**config.mk**
```make
export PLATFORM = sky130hd
export DESIGN_NAME = jav_mul
export DESIGN_NICKNAME = d
export VERILOG_FILES = /design/src/jav_pkg.sv /design/src/jav_mul.sv
export SDC_FILE = /design/constraint.sdc
export NUM_CORES = 2
export LEC_CHECK = 0
export BUFFER_PORTS_ARGS = -buffer_cell sky130_fd_sc_hd__buf_4
export CORE_ASPECT_RATIO = 1.75
export CORE_MARGIN = 2
export CORE_UTILIZATION = 50
export CTS_BUF_LIST = sky130_fd_sc_hd__clkbuf_4 sky130_fd_sc_hd__clkbuf_8
export DETAILED_ROUTE_END_ITERATION = 6
export PLACE_DENSITY = 0.66
export RECOVER_POWER = 25
export SLEW_MARGIN = 20
export SYNTH_ARGS = -nofsm -noshare
export SYNTH_HDL_FRONTEND = slang
export SYNTH_SLANG_ARGS = --single-unit
```
**constraint.sdc**
```tcl
create_clock -name clk -period 9.2 [get_ports clk]
set_input_delay 0 -clock clk [delete_from_list [all_inputs] [get_ports clk]]
set_output_delay 0 -clock clk [all_outputs]
set_load 0.05 [all_outputs]
```
**src/jav_pkg.sv**
```systemverilog
// Shared constants, types and helpers for the joint attractor velocity controller.
package jav_pkg;

  localparam int FRAC_BITS = 16;
  localparam int JOINTS    = 16;
  localparam int NGAIN     = 13;
  localparam int JOINT_W   = (JOINTS > 1) ? $clog2(JOINTS) : 1;
  localparam int GADDR_W   = $clog2(JOINTS * NGAIN);
  localparam int MUL_W     = 34;
  localparam int PROD_W    = 64;

  localparam logic signed [31:0] QONE = 32'sd1 <<< FRAC_BITS;
  localparam logic [63:0] DEAD_THR = ((64'd1 << (2 * FRAC_BITS)) - 64'd1) / 64'd10;

  // floor(2^40 / 1000): reciprocal for the divide by 1000 of the period scaling
  localparam logic [31:0] RCP_1000 = 32'd1099511627;

  // gain slots per joint
  localparam logic [3:0] G_MIN     = 4'd0;
  localparam logic [3:0] G_MAX     = 4'd1;
  localparam logic [3:0] G_W       = 4'd2;
  localparam logic [3:0] G_K       = 4'd3;
  localparam logic [3:0] G_C       = 4'd4;
  localparam logic [3:0] G_FXMAX   = 4'd5;
  localparam logic [3:0] G_KFLIM   = 4'd6;
  localparam logic [3:0] G_FLIMMAX = 4'd7;
  localparam logic [3:0] G_FCSTMAX = 4'd8;
  localparam logic [3:0] G_KFFLD   = 4'd9;
  localparam logic [3:0] G_FFLDMAX = 4'd10;
  localparam logic [3:0] G_KFRPC   = 4'd11;
  localparam logic [3:0] G_FRPCMAX = 4'd12;

  typedef enum logic [2:0] {
    CMD_SAMPLE     = 3'd0,
    CMD_ATTRACTOR  = 3'd1,
    CMD_CONSTRAINT = 3'd2,
    CMD_FIELD      = 3'd3,
    CMD_EXTERNAL   = 3'd4,
    CMD_GAIN       = 3'd5
  } cmd_t;

  localparam logic CFG_PERIOD = 1'b0;
  localparam logic CFG_DRIVE  = 1'b1;

  typedef struct packed {
    logic               start;
    logic signed [63:0] num;
    logic signed [63:0] den;
  } div_req_t;

  function automatic logic signed [31:0] sat32(input logic signed [63:0] x);
    logic signed [31:0] r;
    if (x > 64'sd2147483647)       r = 32'sh7fffffff;
    else if (x < -64'sd2147483648) r = 32'sh80000000;
    else                           r = 32'(x);
    return r;
  endfunction

endpackage

```
**src/jav_mul.sv**
```systemverilog
// Shared signed multiplier with registered product.
module jav_mul (
  input  logic                              clk,
  input  logic signed [jav_pkg::MUL_W-1:0]  a,
  input  logic signed [jav_pkg::MUL_W-1:0]  b,
  output logic signed [jav_pkg::PROD_W-1:0] prod
);
  import jav_pkg::*;

  logic signed [2*MUL_W-1:0] full;

  assign full = (2*MUL_W)'(a) * (2*MUL_W)'(b);

  always_ff @(posedge clk) begin
    prod <= full[PROD_W-1:0];
  end

endmodule

```
==> metrics <==
outcome finished with violations; failing checks design-rule violations, max-capacitance violations, max-slew violations; top cells by area, synth fa_1 58%, inv_1 10%, and2_1 9.0%; DIE WIDTH 221.4 um; CTS tree built; synthesized flop and latch total between 60 and 70; cts bufs inserted 9; largest net degree at the start of global routing 36; clock sinks 64; Initial Util roughly 50%; layout cell share with drive strength beyond 1 3.182%; Via density 5.394; TritonRoute pass-1 iters 7; area fraction of the dominant cell type after synthesis 57.69%; Seq/Total Area, Yosys 3.097%; Hold/Removal Path Class in2reg; Vias 29120; GRT Util Overall 30.59%; Post-Syn Area per Cell 9.382 sq um; die span in y 384.5 um; initial DRC count around 1500; Syn Std Cell Area between 0.04 and 0.05 sq mm; WP data required ~9500 ps; Worst Hold Slack 100.0 ps; fin. max-slew vios 35; Placer Congestion 0.9462; Final Setup Violations 0; max_cap viols 1; type of the worst setup path in2reg; Slew Limit Headroom -28.02%; CTS resizes 0; WL/cell 22.91 um; first-pass GRT wire length 191000 um; Critical Path End Type flip-flop; TNS Setup 0 ps; RSZ-0062 raised after global routing no; Post-CTS Hold Buffers 0; I/O Buffers roughly 130; Worst setup SP type input port; DRC viols 27; Bufs on Longest Clock Path 2; DP HPWL 103200 um; remaining global-route overflow 0; worst-path fanout max 34; IO Count 133; CTS H-tree depth 3; Synth area leader fa_1; final WL 123700 um; Final Hold Fails 0; core region area 0.08209 sq mm; DIE AREA 0.08514 sq mm; Hold Path Stages 2; Yosys cell types 54; fmax 121.0 MHz; Reg clk slew, reported paths 90 ps; Post-synth EDFFs 0; top flop regs prod (64); Synthesized Nets roughly 5900; ys flop type dfxtp_1; Area Growth Syn to Fin 3.844%; Tcrit/Tclk final between 80% and 90%; Worst-Margin Slew just under 2000 ps; FP Rows around 140; async set or reset register ratio after synthesis 0%; initial antenna violation count 2; root buf cell clkbuf_8; number of post-CTS setup repair buffers 0; max reg flops between 60 and 70; cell count after synthesis 4409; WHS Endpoint prod[0]; vias in the first global route about 33000; YS warnings 0; nets@finish around 5800; worst hold start b[0]; CP Data Arrival Time 8540 ps; Final min period just over 8000 ps; Most flops, register prod; Crit. Startpoint a[0]; Antenna Nets Post-Route 0
==> per-layer routing <==
metal	up-vias	share of wire, %	global-route usage, %
li1	12250	-	-
met1	15310	28	27.86
met4	0	14	34.18
met2	1056	54	55.93
met3	507	4.1	3.453
met5	-	0	0
==> cell type report <==
type	count	area [sq um]
Fill cell	7661	39130
Multi-Input combinational cell	2968	34920
Inverter	1151	4320
Tap cell	1057	1323
Sequential cell	64	1281
Timing Repair Buffer	138	919.6
Clock buffer	10	137.6
Clock inverter	6	45.04
Antenna cell	5	12.51
==> cells in the final DEF, fill, tap and decap left out, types with 28 or more instances in the layout <==
cell      count
xnor2_1      57
inv_1      1151
nor2_1       55
dfxtp_1      64
clkbuf_1     31
buf_4       107
ha_1        199
o21ai_0      34
fa_1       1192
nand2_1     573
and2_1      595
xor2_1       28
a21oi_1      69
==> synth_stat cells, drive strengths merged, types with 12 or more instances <==
cell / n
dfxtp: 64
ha: 199
inv: 1151
nand2: 573
nand2b: 12
fa: 1192
nand3: 26
a21o: 26
nor2: 55
and2: 596
a21oi: 69
xnor2: 58
xor2: 28
o21ai: 34
clkbuf: 220
==> worst max-delay path, cell delays in order <==
cell and delay, ps:
clkbuf_1 1350, nand2b_1 260, fa_1 440, fa_1 490
inv_1 50, fa_1 470, fa_1 620, fa_1 480
fa_1 480, fa_1 630, inv_1 80, fa_1 480
inv_1 40, ha_1 410, and4_1 300, nand3_1 120
or3_1 370, a211oi_2 330, nor4_2 150, nor3_1 340
nor2_1 170, o21ai_0 230, xnor2_1 210
==> how the worst max path moves through the flow <==
stage | endpoint | slack [ps] | cells after the start
CTS | prod[62] | 1290 | 23
floorplan | prod[63] | 2300 | 26
global placement | prod[62] | 880 | 23
global route | prod[63] | 730 | 23
finish | prod[57] | 940 | 23
detailed placement | prod[62] | 900 | 23
==> metrics by stage <==
step | setup WS [ps] | area (sq um) | instances | util (%)
after CTS | 1287 | 43060 | 5394 | 52.45
final | 937.1 | 42950 | 5399 | 52.33
after floorplan | 2297 | 41360 | 4409 | -
after global routing | 732.2 | 42940 | 5395 | 52.32
after detailed placement | 899.8 | 42880 | 5378 | 52.23
after global placement | 879.6 | 42870 | 5378 | 52.22
==> kinds of logic after synthesis <==
group / Yosys count / synth area share, %
buffers and inverters: 1377 / 12.51
flip-flops: 64 / 3.097
adder cells (fa/ha/maj): 1391 / 63.71
AND/OR/NAND/NOR: 1299 / 15.79
AO/OA/AOI/OAI: 192 / 3.070
XOR/XNOR: 86 / 1.821
Power is left out: the tool's default activity adds up to more than one toggle a clock period on the data nets, which glitch-free logic cannot reach.
