[src/jav_pkg.sv]
// Shared constants, types and helpers for the joint attractor velocity controller.
package jav_pkg;

  localparam int FRAC_BITS = 16;
  localparam int JOINTS    = 16;
  localparam int NGAIN     = 13;
  localparam int JOINT_W   = (JOINTS > 1) ? $clog2(JOINTS) : 1;
  localparam int GADDR_W   = $clog2(JOINTS * NGAIN);
  localparam int MUL_W     = 34;
  localparam int PROD_W    = 64;

  localparam logic signed [31:0] QONE = 32'sd1 <<< FRAC_BITS;
  localparam logic [63:0] DEAD_THR = ((64'd1 << (2 * FRAC_BITS)) - 64'd1) / 64'd10;

  // floor(2^40 / 1000): reciprocal for the divide by 1000 of the period scaling
  localparam logic [31:0] RCP_1000 = 32'd1099511627;

  // gain slots per joint
  localparam logic [3:0] G_MIN     = 4'd0;
  localparam logic [3:0] G_MAX     = 4'd1;
  localparam logic [3:0] G_W       = 4'd2;
  localparam logic [3:0] G_K       = 4'd3;
  localparam logic [3:0] G_C       = 4'd4;
  localparam logic [3:0] G_FXMAX   = 4'd5;
  localparam logic [3:0] G_KFLIM   = 4'd6;
  localparam logic [3:0] G_FLIMMAX = 4'd7;
  localparam logic [3:0] G_FCSTMAX = 4'd8;
  localparam logic [3:0] G_KFFLD   = 4'd9;
  localparam logic [3:0] G_FFLDMAX = 4'd10;
  localparam logic [3:0] G_KFRPC   = 4'd11;
  localparam logic [3:0] G_FRPCMAX = 4'd12;

  typedef enum logic [2:0] {
    CMD_SAMPLE     = 3'd0,
    CMD_ATTRACTOR  = 3'd1,
    CMD_CONSTRAINT = 3'd2,
    CMD_FIELD      = 3'd3,
    CMD_EXTERNAL   = 3'd4,
    CMD_GAIN       = 3'd5
  } cmd_t;

  localparam logic CFG_PERIOD = 1'b0;
  localparam logic CFG_DRIVE  = 1'b1;

  typedef struct packed {
    logic               start;
    logic signed [63:0] num;
    logic signed [63:0] den;
  } div_req_t;

  function automatic logic signed [31:0] sat32(input logic signed [63:0] x);
    logic signed [31:0] r;
    if (x > 64'sd2147483647)       r = 32'sh7fffffff;
    else if (x < -64'sd2147483648) r = 32'sh80000000;
    else                           r = 32'(x);
    return r;
  endfunction

endpackage

[src/jav_div.sv]
// Shared radix-2 restoring divider: 64-bit signed by 64-bit signed, saturated 32-bit quotient.
module jav_div (
  input  logic                   clk,
  input  logic                   rst,
  input  jav_pkg::div_req_t      req,
  output logic                   busy,
  output logic                   done,
  output logic signed [31:0]     quo
);
  import jav_pkg::*;

  logic [63:0] nmag;
  logic [63:0] dmag;
  logic [63:0] rem;
  logic [5:0]  cnt;
  logic        neg;
  logic        fin;
  logic [64:0] rem_sh;
  logic        qbit;

  assign rem_sh = {rem, nmag[63]};
  assign qbit   = rem_sh >= {1'b0, dmag};

  always_ff @(posedge clk) begin
    if (rst) begin
      busy <= 1'b0;
      done <= 1'b0;
      fin  <= 1'b0;
    end else begin
      done <= 1'b0;
      fin  <= 1'b0;
      if (req.start) begin
        if (req.den == 64'sd0) begin
          // divide by zero saturates by the sign of the numerator
          if (req.num > 64'sd0)      quo <= 32'sh7fffffff;
          else if (req.num < 64'sd0) quo <= 32'sh80000000;
          else                       quo <= 32'sd0;
          done <= 1'b1;
        end else begin
          nmag <= req.num[63] ? 64'(-req.num) : 64'(req.num);
          dmag <= req.den[63] ? 64'(-req.den) : 64'(req.den);
          neg  <= req.num[63] ^ req.den[63];
          rem  <= 64'd0;
          cnt  <= 6'd0;
          busy <= 1'b1;
        end
      end else if (busy) begin
        rem  <= qbit ? 64'(rem_sh - {1'b0, dmag}) : rem_sh[63:0];
        nmag <= {nmag[62:0], qbit};
        cnt  <= cnt + 6'd1;
        if (cnt == 6'd63) begin
          busy <= 1'b0;
          fin  <= 1'b1;
        end
      end else if (fin) begin
        // truncation toward zero, then saturate
        if (neg) begin
          if (nmag > 64'h0000_0000_8000_0000) quo <= 32'sh80000000;
          else                                quo <= 32'(-nmag[31:0]);
        end else begin
          if (nmag > 64'h0000_0000_7fff_ffff) quo <= 32'sh7fffffff;
          else                                quo <= 32'(nmag[31:0]);
        end
        done <= 1'b1;
      end
    end
  end

endmodule

[config.mk]
export PLATFORM = sky130hd
export DESIGN_NAME = jav_div
export DESIGN_NICKNAME = d
export VERILOG_FILES = /design/src/jav_pkg.sv /design/src/jav_div.sv
export SDC_FILE = /design/constraint.sdc
export NUM_CORES = 1
export LEC_CHECK = 0
export ABC_CLOCK_PERIOD_IN_PS = 31400
export BUFFER_PORTS_ARGS = -buffer_cell sky130_fd_sc_hd__buf_2
export CAP_MARGIN = 10
export CORE_UTILIZATION = 55
export CTS_CLUSTER_DIAMETER = 100
export DETAILED_ROUTE_END_ITERATION = 12
export GPL_ROUTABILITY_DRIVEN = 0
export GPL_TIMING_DRIVEN = 0
export PLACE_DENSITY = 0.75
export REMOVE_ABC_BUFFERS = 1
export SLEW_MARGIN = 20
export SYNTH_ARGS = -nofsm -noshare
export SYNTH_HDL_FRONTEND = slang
export SYNTH_SLANG_ARGS = --single-unit
[constraint.sdc]
create_clock -name clk -period 31.4 [get_ports clk]
set_input_delay 0 -clock clk [delete_from_list [all_inputs] [get_ports clk]]
set_output_delay 0 -clock clk [all_outputs]
set_load 0.1 [all_outputs]
==> run_results.csv, run 1 <==
group,metric,value,unit
detailed_routing,vias,15400,
layout,final_core_util,68.7,%
power_and_ir_drop,pwr-share-comb,28.0,%
place,portBuffers,164,
power_and_ir_drop,power_density,47.6,nW/um^2
sta,worst_slew_pin_slew,1090,ps
grt,antenna_found_initial,1,
run,drv_cap,0,
die,initial_core_util,56.2,%
power_and_ir_drop,power,0.972,mW
cts,cts_num_sinks,234,
detailed_routing,wirelength,45400,um
layout,final_cell_count_no_fill,2533,
worst_setup_path,crit_fanout,10,
min_path,hold_path_depth,4,
sta,maxSlewViolCount,0,
sta,fin_crit_sh,15.2,%
detailed_routing,antenna_left,0,
synth,ys_ff_latch,234,
synth,yosysMostFrequentCell,"edfxtp_1",
synth,synth_compound_area_share,20.3,%
worst_setup_path,cp-endpoint,"nmag[45]",
place,dp_hpwl,30600,um
cts,postCtsSetupBuffers,0,
layout,seqCellArea,7000,um^2
worst_setup_path,reg2reg_from,"dmag[1]",
power_and_ir_drop,ir_drop,0.0386,mV
power_and_ir_drop,p_leak,7.72,nW
die,fp-row-count,63,
worst_setup_path,rr_worst_depth,13,
power_and_ir_drop,p_sw_share,30.9,%
cts,clock_latency,540,ps
sta,finalClockSkew,18.4,ps
place,place_area,18000,um^2
grt,gr-usage-all-layers,29.2,%
sta,final-setup-viol-count,0,
detailed_routing,wl_per_cell,17.9,um
layout,area_growth,22.3,%
place,dp.cells,2331,
synth,synth_edf_count,231,
power_and_ir_drop,p_switching,0.300,mW
worst_setup_path,crit_arrival,5060,ps
sta,whs,72.1,ps
sta,hold_viol,0,
die,ios,165,
synth,async_flop_share,0,%
cts,cts-buffers-inserted,26,
synth,ys_top_cells_by_area,"edfxtp_1, a21oi_1, ha_1",
power_and_ir_drop,p_seq_share,40.2,%
cts,cts_tree,"done",
synth,syn_inst,1844,
worst_setup_path,critPathCaptureType,"flip-flop",
worst_setup_path,r2r-end,"rem[53]",
sta,relSlewSlack,27.1,%
outcome,status,"finished, final reports clean",
synth,postSynthAreaPerCell,9.05,um^2
cts,path_clk_slew,60,ps
layout,fillerInstances,2240,
grt,overflow,0,
layout,finalNetCount,2324,
worst_setup_path,start_kind,"input port",
layout,drive_gt1_share,12.7,%
synth,post-synth-top-area-fraction,41.6,%
die,core,29700,um^2
synth,synth_cell_types,70,
die,chipWidth,176,um
worst_setup_path,cp-startpoint,"req[17]",
place,pre_cts_slack,26720,ps
synth,synthMuxAreaShare,0.487,%
sta,setup_slack,26630,ps
sta,finalCriticalPeriod,4770,ps
cts,cts_buffer_depth,3,
synth,ys.flop_type,"edfxtp_1",
sta,grt_setup_unrepaired,"false",
power_and_ir_drop,intPower,0.672,mW
synth,synth_top_family_by_area,"compound AO/OA/AOI/OAI gates",
power_and_ir_drop,p_clk_share,31.7,%
sta,timing.fmax,210,MHz
synth,netlist_area,16700,um^2
layout,multi_input_area,9020,um^2
synth,yosys_warnings,0,
die,die_h,176,um
synth,yosys-top-cells-count,"edfxtp_1, a21oi_1, nand2_1",
min_path,min_path_type,"input port to flip-flop",
worst_setup_path,rrSetupSlack,26680,ps
synth,synth_adder_area_share,5.22,%
detailed_routing,first_pass_iters,6,
grt,grt_pass1_vias,15000,
synth,synthSimpleGateAreaFrac,18.5,%
cts,cts-root-buf,"clkbuf_16",
worst_setup_path,required,31700,ps
grt,grt_first_pass_wirelength,73600,um
synth,yosys.area.top_type,"edfxtp_1",
sta,finalSetupTns,0,ps
synth,synth-xor-area-share,9.34,%
detailed_routing,dr.first_iter.drc_count,1488,
detailed_routing,routed_via_density,6.09,
grt,grt_max_degree,145,
worst_setup_path,path_class,"input port to flip-flop",
layout,design_area,20400,um^2
cts,cts_max_level,1,
detailed_routing,drc,0,
die,die_area,31000,um^2
synth,ys_seq_area_share,41.9,%
layout by cell type, fill, tap and decap left out, types with 8 or more instances in the layout:
cell type / instances
a211oi_1: 46
a21o_1: 21
a21oi_1: 200
a31oi_1: 10
and3_1: 8
buf_2: 163
buf_4: 13
clkbuf_16: 27
dlygate4sd3_1: 155
edfxtp_1: 231
ha_1: 68
inv_1: 97
nand2_1: 178
nand2b_1: 17
nand3_1: 29
nand4_1: 27
nor2_1: 168
nor2b_1: 12
nor3_1: 39
nor3b_1: 13
nor4_1: 22
o211ai_1: 8
o21a_1: 9
o21ai_0: 139
o21bai_1: 13
o22a_1: 8
o31ai_1: 44
o41ai_1: 14
or2_2: 8
or3_1: 33
or4_1: 27
xnor2_1: 92
xor2_1: 86
flip-flops by register name, indices dropped and copies added (netlist names):
signal / count
nmag: 64
dmag: 64
quo: 32
busy: 1
rem: 64
done: 1
cnt: 6
fin: 1
neg: 1
area by class of cell:
class / count / area share [%]
Antenna cell: 1 / 0.0123
Clock buffer: 31 / 3.38
Clock inverter: 15 / 0.742
Inverter: 97 / 1.78
Multi-Input combinational cell: 1423 / 44.2
Sequential cell: 234 / 34.3
Tap cell: 390 / 2.39
Timing Repair Buffer: 342 / 13.2
metal layers:
layer	part of all wire (%)	track usage [%]	up-vias
met1	41	35.3	7313
met3	5.6	4.09	157
met2	50	51.7	584
met4	4.2	12.8	0
met5	0	0	-
li1	-	-	7379
how the worst min path moves through the flow:
stage                         from  slack, ps        to
final                     req[110]         70  nmag[47]
after global routing      req[110]        110  nmag[47]
after CTS                 req[110]         60  nmag[47]
after detailed placement    req[0]        250   dmag[0]
after global placement         rst        240      done
after floorplan                rst         70      done
power groups by stage:
stage / clock network (mW) / logic, mW / registers (mW)
2_1_floorplan: 0 / 0.175 / 0.397
3_3_place_gp: 0 / 0.238 / 0.402
3_5_place_dp: 0 / 0.248 / 0.397
4_1_cts: 0.310 / 0.267 / 0.391
5_1_grt: 0.321 / 0.300 / 0.394
6_report: 0.308 / 0.272 / 0.391
critical path, stage by stage:
cell and delay [ps]:
dlygate4sd3_1 550, buf_2 150, or4_1 580, nor2_1 310, nand3b_1 290, or4_1 640, nor3_1 600, nand2_1 260
nor4_1 440, nand3_1 270, nor3b_2 270, buf_4 200, buf_6 150, buf_4 180, buf_6 160
kinds of logic (layout without fill, tap and decap cells):
group / after synthesis / in the layout
and+or+nand+nor: 619 / 619
buffers and inverters: 187 / 485
other: 0 / 1
adders and majority gates: 69 / 69
muxes: 8 / 8
AOI/OAI and AO/OA: 549 / 549
xor gates and xnor gates: 178 / 178
DFF: 234 / 234
what timing repair did:
item                      CTS  global route
hold buffers              155             0
hold endpoints to repair  154             0
gates resized for setup     0             0
(Power assumes the default switching activity.)
==> run 2, diff against run 1 <==
--- a/config.mk
+++ b/config.mk
@@ -5,7 +5,8 @@
 export SDC_FILE = /design/constraint.sdc
 export NUM_CORES = 1
 export LEC_CHECK = 0
-export ABC_CLOCK_PERIOD_IN_PS = 31400
+export ABC_AREA = 1
+export ABC_CLOCK_PERIOD_IN_PS = 3800
 export BUFFER_PORTS_ARGS = -buffer_cell sky130_fd_sc_hd__buf_2
 export CAP_MARGIN = 10
 export CORE_UTILIZATION = 55
@@ -13,7 +14,7 @@
 export DETAILED_ROUTE_END_ITERATION = 12
 export GPL_ROUTABILITY_DRIVEN = 0
 export GPL_TIMING_DRIVEN = 0
-export PLACE_DENSITY = 0.75
+export PLACE_DENSITY = 0.77
 export REMOVE_ABC_BUFFERS = 1
 export SLEW_MARGIN = 20
 export SYNTH_ARGS = -nofsm -noshare
==> constraint.sdc (replaced) <==
create_clock -name clk -period 3.8 [get_ports clk]
set_input_delay 0 -clock clk [delete_from_list [all_inputs] [get_ports clk]]
set_output_delay 0 -clock clk [all_outputs]
set_load 0.1 [all_outputs]
==> run_results.csv, run 2 <==
group,metric,value,unit
layout,biggestRegsByFlops,"dmag x64, nmag x64, rem x64",
layout,area_growth,16.9,%
cts,cts_num_sinks,234,
sta,maxSlewViolCount,0,
min_path,min_path_type,"input port to flip-flop",
die,fp-row-count,71,
place,portBuffers,164,
layout,most-common-layout-cells,"nand2_1, inv_1, nor2_1",
layout,fillerInstances,3367,
power_and_ir_drop,pwr-share-comb,33.2,%
grt,antenna_found_initial,12,
detailed_routing,wirelength,71900,um
synth,ys_top_cells_by_area,"edfxtp_1, nand2_1, inv_1",
power_and_ir_drop,p_clk_share,31.3,%
synth,yosys_warnings,0,
die,initial_core_util,56.4,%
layout,seqCellArea,7000,um^2
sta,hold_viol,0,
synth,syn_inst,3371,
cts,path_clk_slew,70,ps
synth,post-synth-top-area-fraction,32.3,%
die,chipWidth,199,um
power_and_ir_drop,p_seq_share,35.5,%
detailed_routing,first_pass_iters,7,
detailed_routing,dr.first_iter.drc_count,2547,
place,pre_cts_slack,214,ps
layout,design_area,25100,um^2
layout,finalNetCount,3826,
worst_setup_path,critPathCaptureType,"flip-flop",
sta,fin_crit_sh,95.2,%
worst_setup_path,crit_slowest_cell,"nor2_4",
sta,finalClockSkew,20.0,ps
worst_setup_path,cp_cell_sequence,"inv_1, ha_1, nand2_1, nor2_2, nand2_1, nor2_1, nand2_1, nor2_1, nor2_1, inv_2, nor2_4, buf_16, nand2_4, inv_6, nor2_1, nor2_1",
worst_setup_path,reg2reg_from,"dmag[17]",
synth,ys_ff_latch,234,
place,place_area,22800,um^2
cts,cts_tree,"done",
power_and_ir_drop,power_density,366,nW/um^2
worst_setup_path,crit_buf_inv,4,
worst_setup_path,crit_cells,16,
worst_setup_path,rr_worst_depth,16,
synth,postSynthAreaPerCell,6.36,um^2
min_path,hp-start,"req[127]",
layout,final_cell_count_no_fill,4169,
die,ios,165,
detailed_routing,routed_via_density,5.55,
worst_setup_path,crit_fanout,46,
cts,cts-root-buf,"clkbuf_16",
detailed_routing,antenna_left,0,
detailed_routing,drc,0,
synth,ys.flop_type,"edfxtp_1",
worst_setup_path,path_class,"flip-flop to flip-flop",
sta,final-setup-viol-count,0,
synth,yosys-top-cells-count,"nand2_1, inv_1, nor2_1",
worst_setup_path,rrSetupSlack,180,ps
detailed_routing,wl_per_cell,17.2,um
layout,multi_input_area,11900,um^2
sta,setup_slack,182,ps
min_path,hold_path_depth,2,
worst_setup_path,critPathMaxStageDelay,490,ps
sta,whs,94.3,ps
layout,final_core_util,65.9,%
synth,ys_seq_area_share,32.6,%
cts,cts_max_level,1,
grt,gr-usage-all-layers,36.4,%
synth,synth_edf_count,231,
power_and_ir_drop,p_sw_share,36.1,%
outcome,status,"finished, final reports clean",
place,dp_hpwl,53100,um
worst_setup_path,crit_top_cell,"nor2_1",
synth,yosys.area.top_type,"edfxtp_1",
grt,grt_pass1_vias,22000,
synth,yosysMostFrequentCell,"nand2_1",
power_and_ir_drop,p_switching,3.31,mW
worst_setup_path,required,4240,ps
place,dp.cells,3980,
layout,layout_commonest_cell,"nand2_1",
cts,postCtsSetupBuffers,0,
grt,grt_max_degree,96,
worst_setup_path,crit_arrival,4060,ps
power_and_ir_drop,power,9.16,mW
cts,cts-buffers-inserted,27,
synth,netlist_area,21400,um^2
synth,async_flop_share,0,%
grt,grt_first_pass_wirelength,113000,um
detailed_routing,vias,23200,
layout,drive_gt1_share,7.68,%
sta,relSlewSlack,33.5,%
die,die_area,39800,um^2
run,drv_cap,0,
synth,synth_cell_types,42,
sta,grt_setup_unrepaired,"false",
min_path,hold_path_end,"neg",
cts,cts_buffer_depth,3,
sta,finalCriticalPeriod,3620,ps
power_and_ir_drop,ir_drop,0.347,mV
grt,overflow,0,
worst_setup_path,start_kind,"flip-flop",
sta,timing.fmax,276,MHz
die,die_h,199,um
sta,worst_slew_pin_slew,998,ps
worst_setup_path,r2r-end,"rem[49]",
sta,finalSetupTns,0,ps
worst_setup_path,crit_family,"simple AND/OR/NAND/NOR gates",
power_and_ir_drop,intPower,5.86,mW
die,core,38000,um^2
power_and_ir_drop,p_leak,12.5,nW
cts,clock_latency,590,ps
## run 2: cell count changes in the layout (fill, tap and decap cells not counted), sizes merged, moves of 20 or more
cell,before,now
a211oi,46,0
a21o,21,1
a21oi,201,63
dlygate4sd3,155,128
inv,97,594
nand2,178,1165
nand3,30,169
nand3b,1,62
nor2,170,502
o31ai,45,3
or3,37,0
or4,34,0
xnor2,92,24
xor2,86,136
## run 2: layout make-up
class	instances	area share (%)
Inverter	592	8.94
Tap cell	511	2.55
Clock inverter	20	1.06
Multi-Input combinational cell	2472	47.5
Sequential cell	234	27.9
Antenna cell	11	0.110
Timing Repair Buffer	299	9.15
Clock buffer	30	2.74
## run 2: worst max-delay path by stage
| stage | start | to | slack [ps] |
|---|---|---|---|
| finish | dmag[17] | rem[49] | 180 |
| global route | dmag[17] | rem[19] | 2 |
| CTS | dmag[6] | rem[49] | 190 |
| detailed placement | dmag[6] | rem[49] | 210 |
| global placement | req[128] | dmag[52] | -3620 |
| floorplan | busy | cnt[0] | -560 |
## run 2: cell families after synthesis
family / synth area share, %
simple gates: 39.3
buf+inv: 12.0
xor+xnor: 6.53
compound gates: 5.53
flops: 32.6
fa+ha+maj: 4.06
## run 2: routing by layer
layer  track usage, %  wire (um)  vias to the layer above  part of all wire [%]
met4             21.3       4790                        0                   6.7
met2             61.4      33500                     1331                    47
met1             43.9      27100                    10500                    38
met3             5.77       6500                      351                   9.1
met5                0          0                        -                     0
li1                 -          -                    11000                     -
## run 2: repair_timing
action / 4_1_cts / 5_1_grt
resized for setup: 0 / 2
setup endpoints to repair: 0 / 39
hold endpoints to repair: 139 / 0
hold buffers: 128 / 0
## run 2: power by group through the flow
stage | clock network (mW) | registers, mW | logic (mW)
global placement | 0 | 3.31 | 2.71
global route | 2.97 | 3.27 | 3.37
detailed placement | 0 | 3.30 | 2.81
finish | 2.87 | 3.25 | 3.04
CTS | 2.88 | 3.24 | 2.94
floorplan | 0 | 3.27 | 1.96
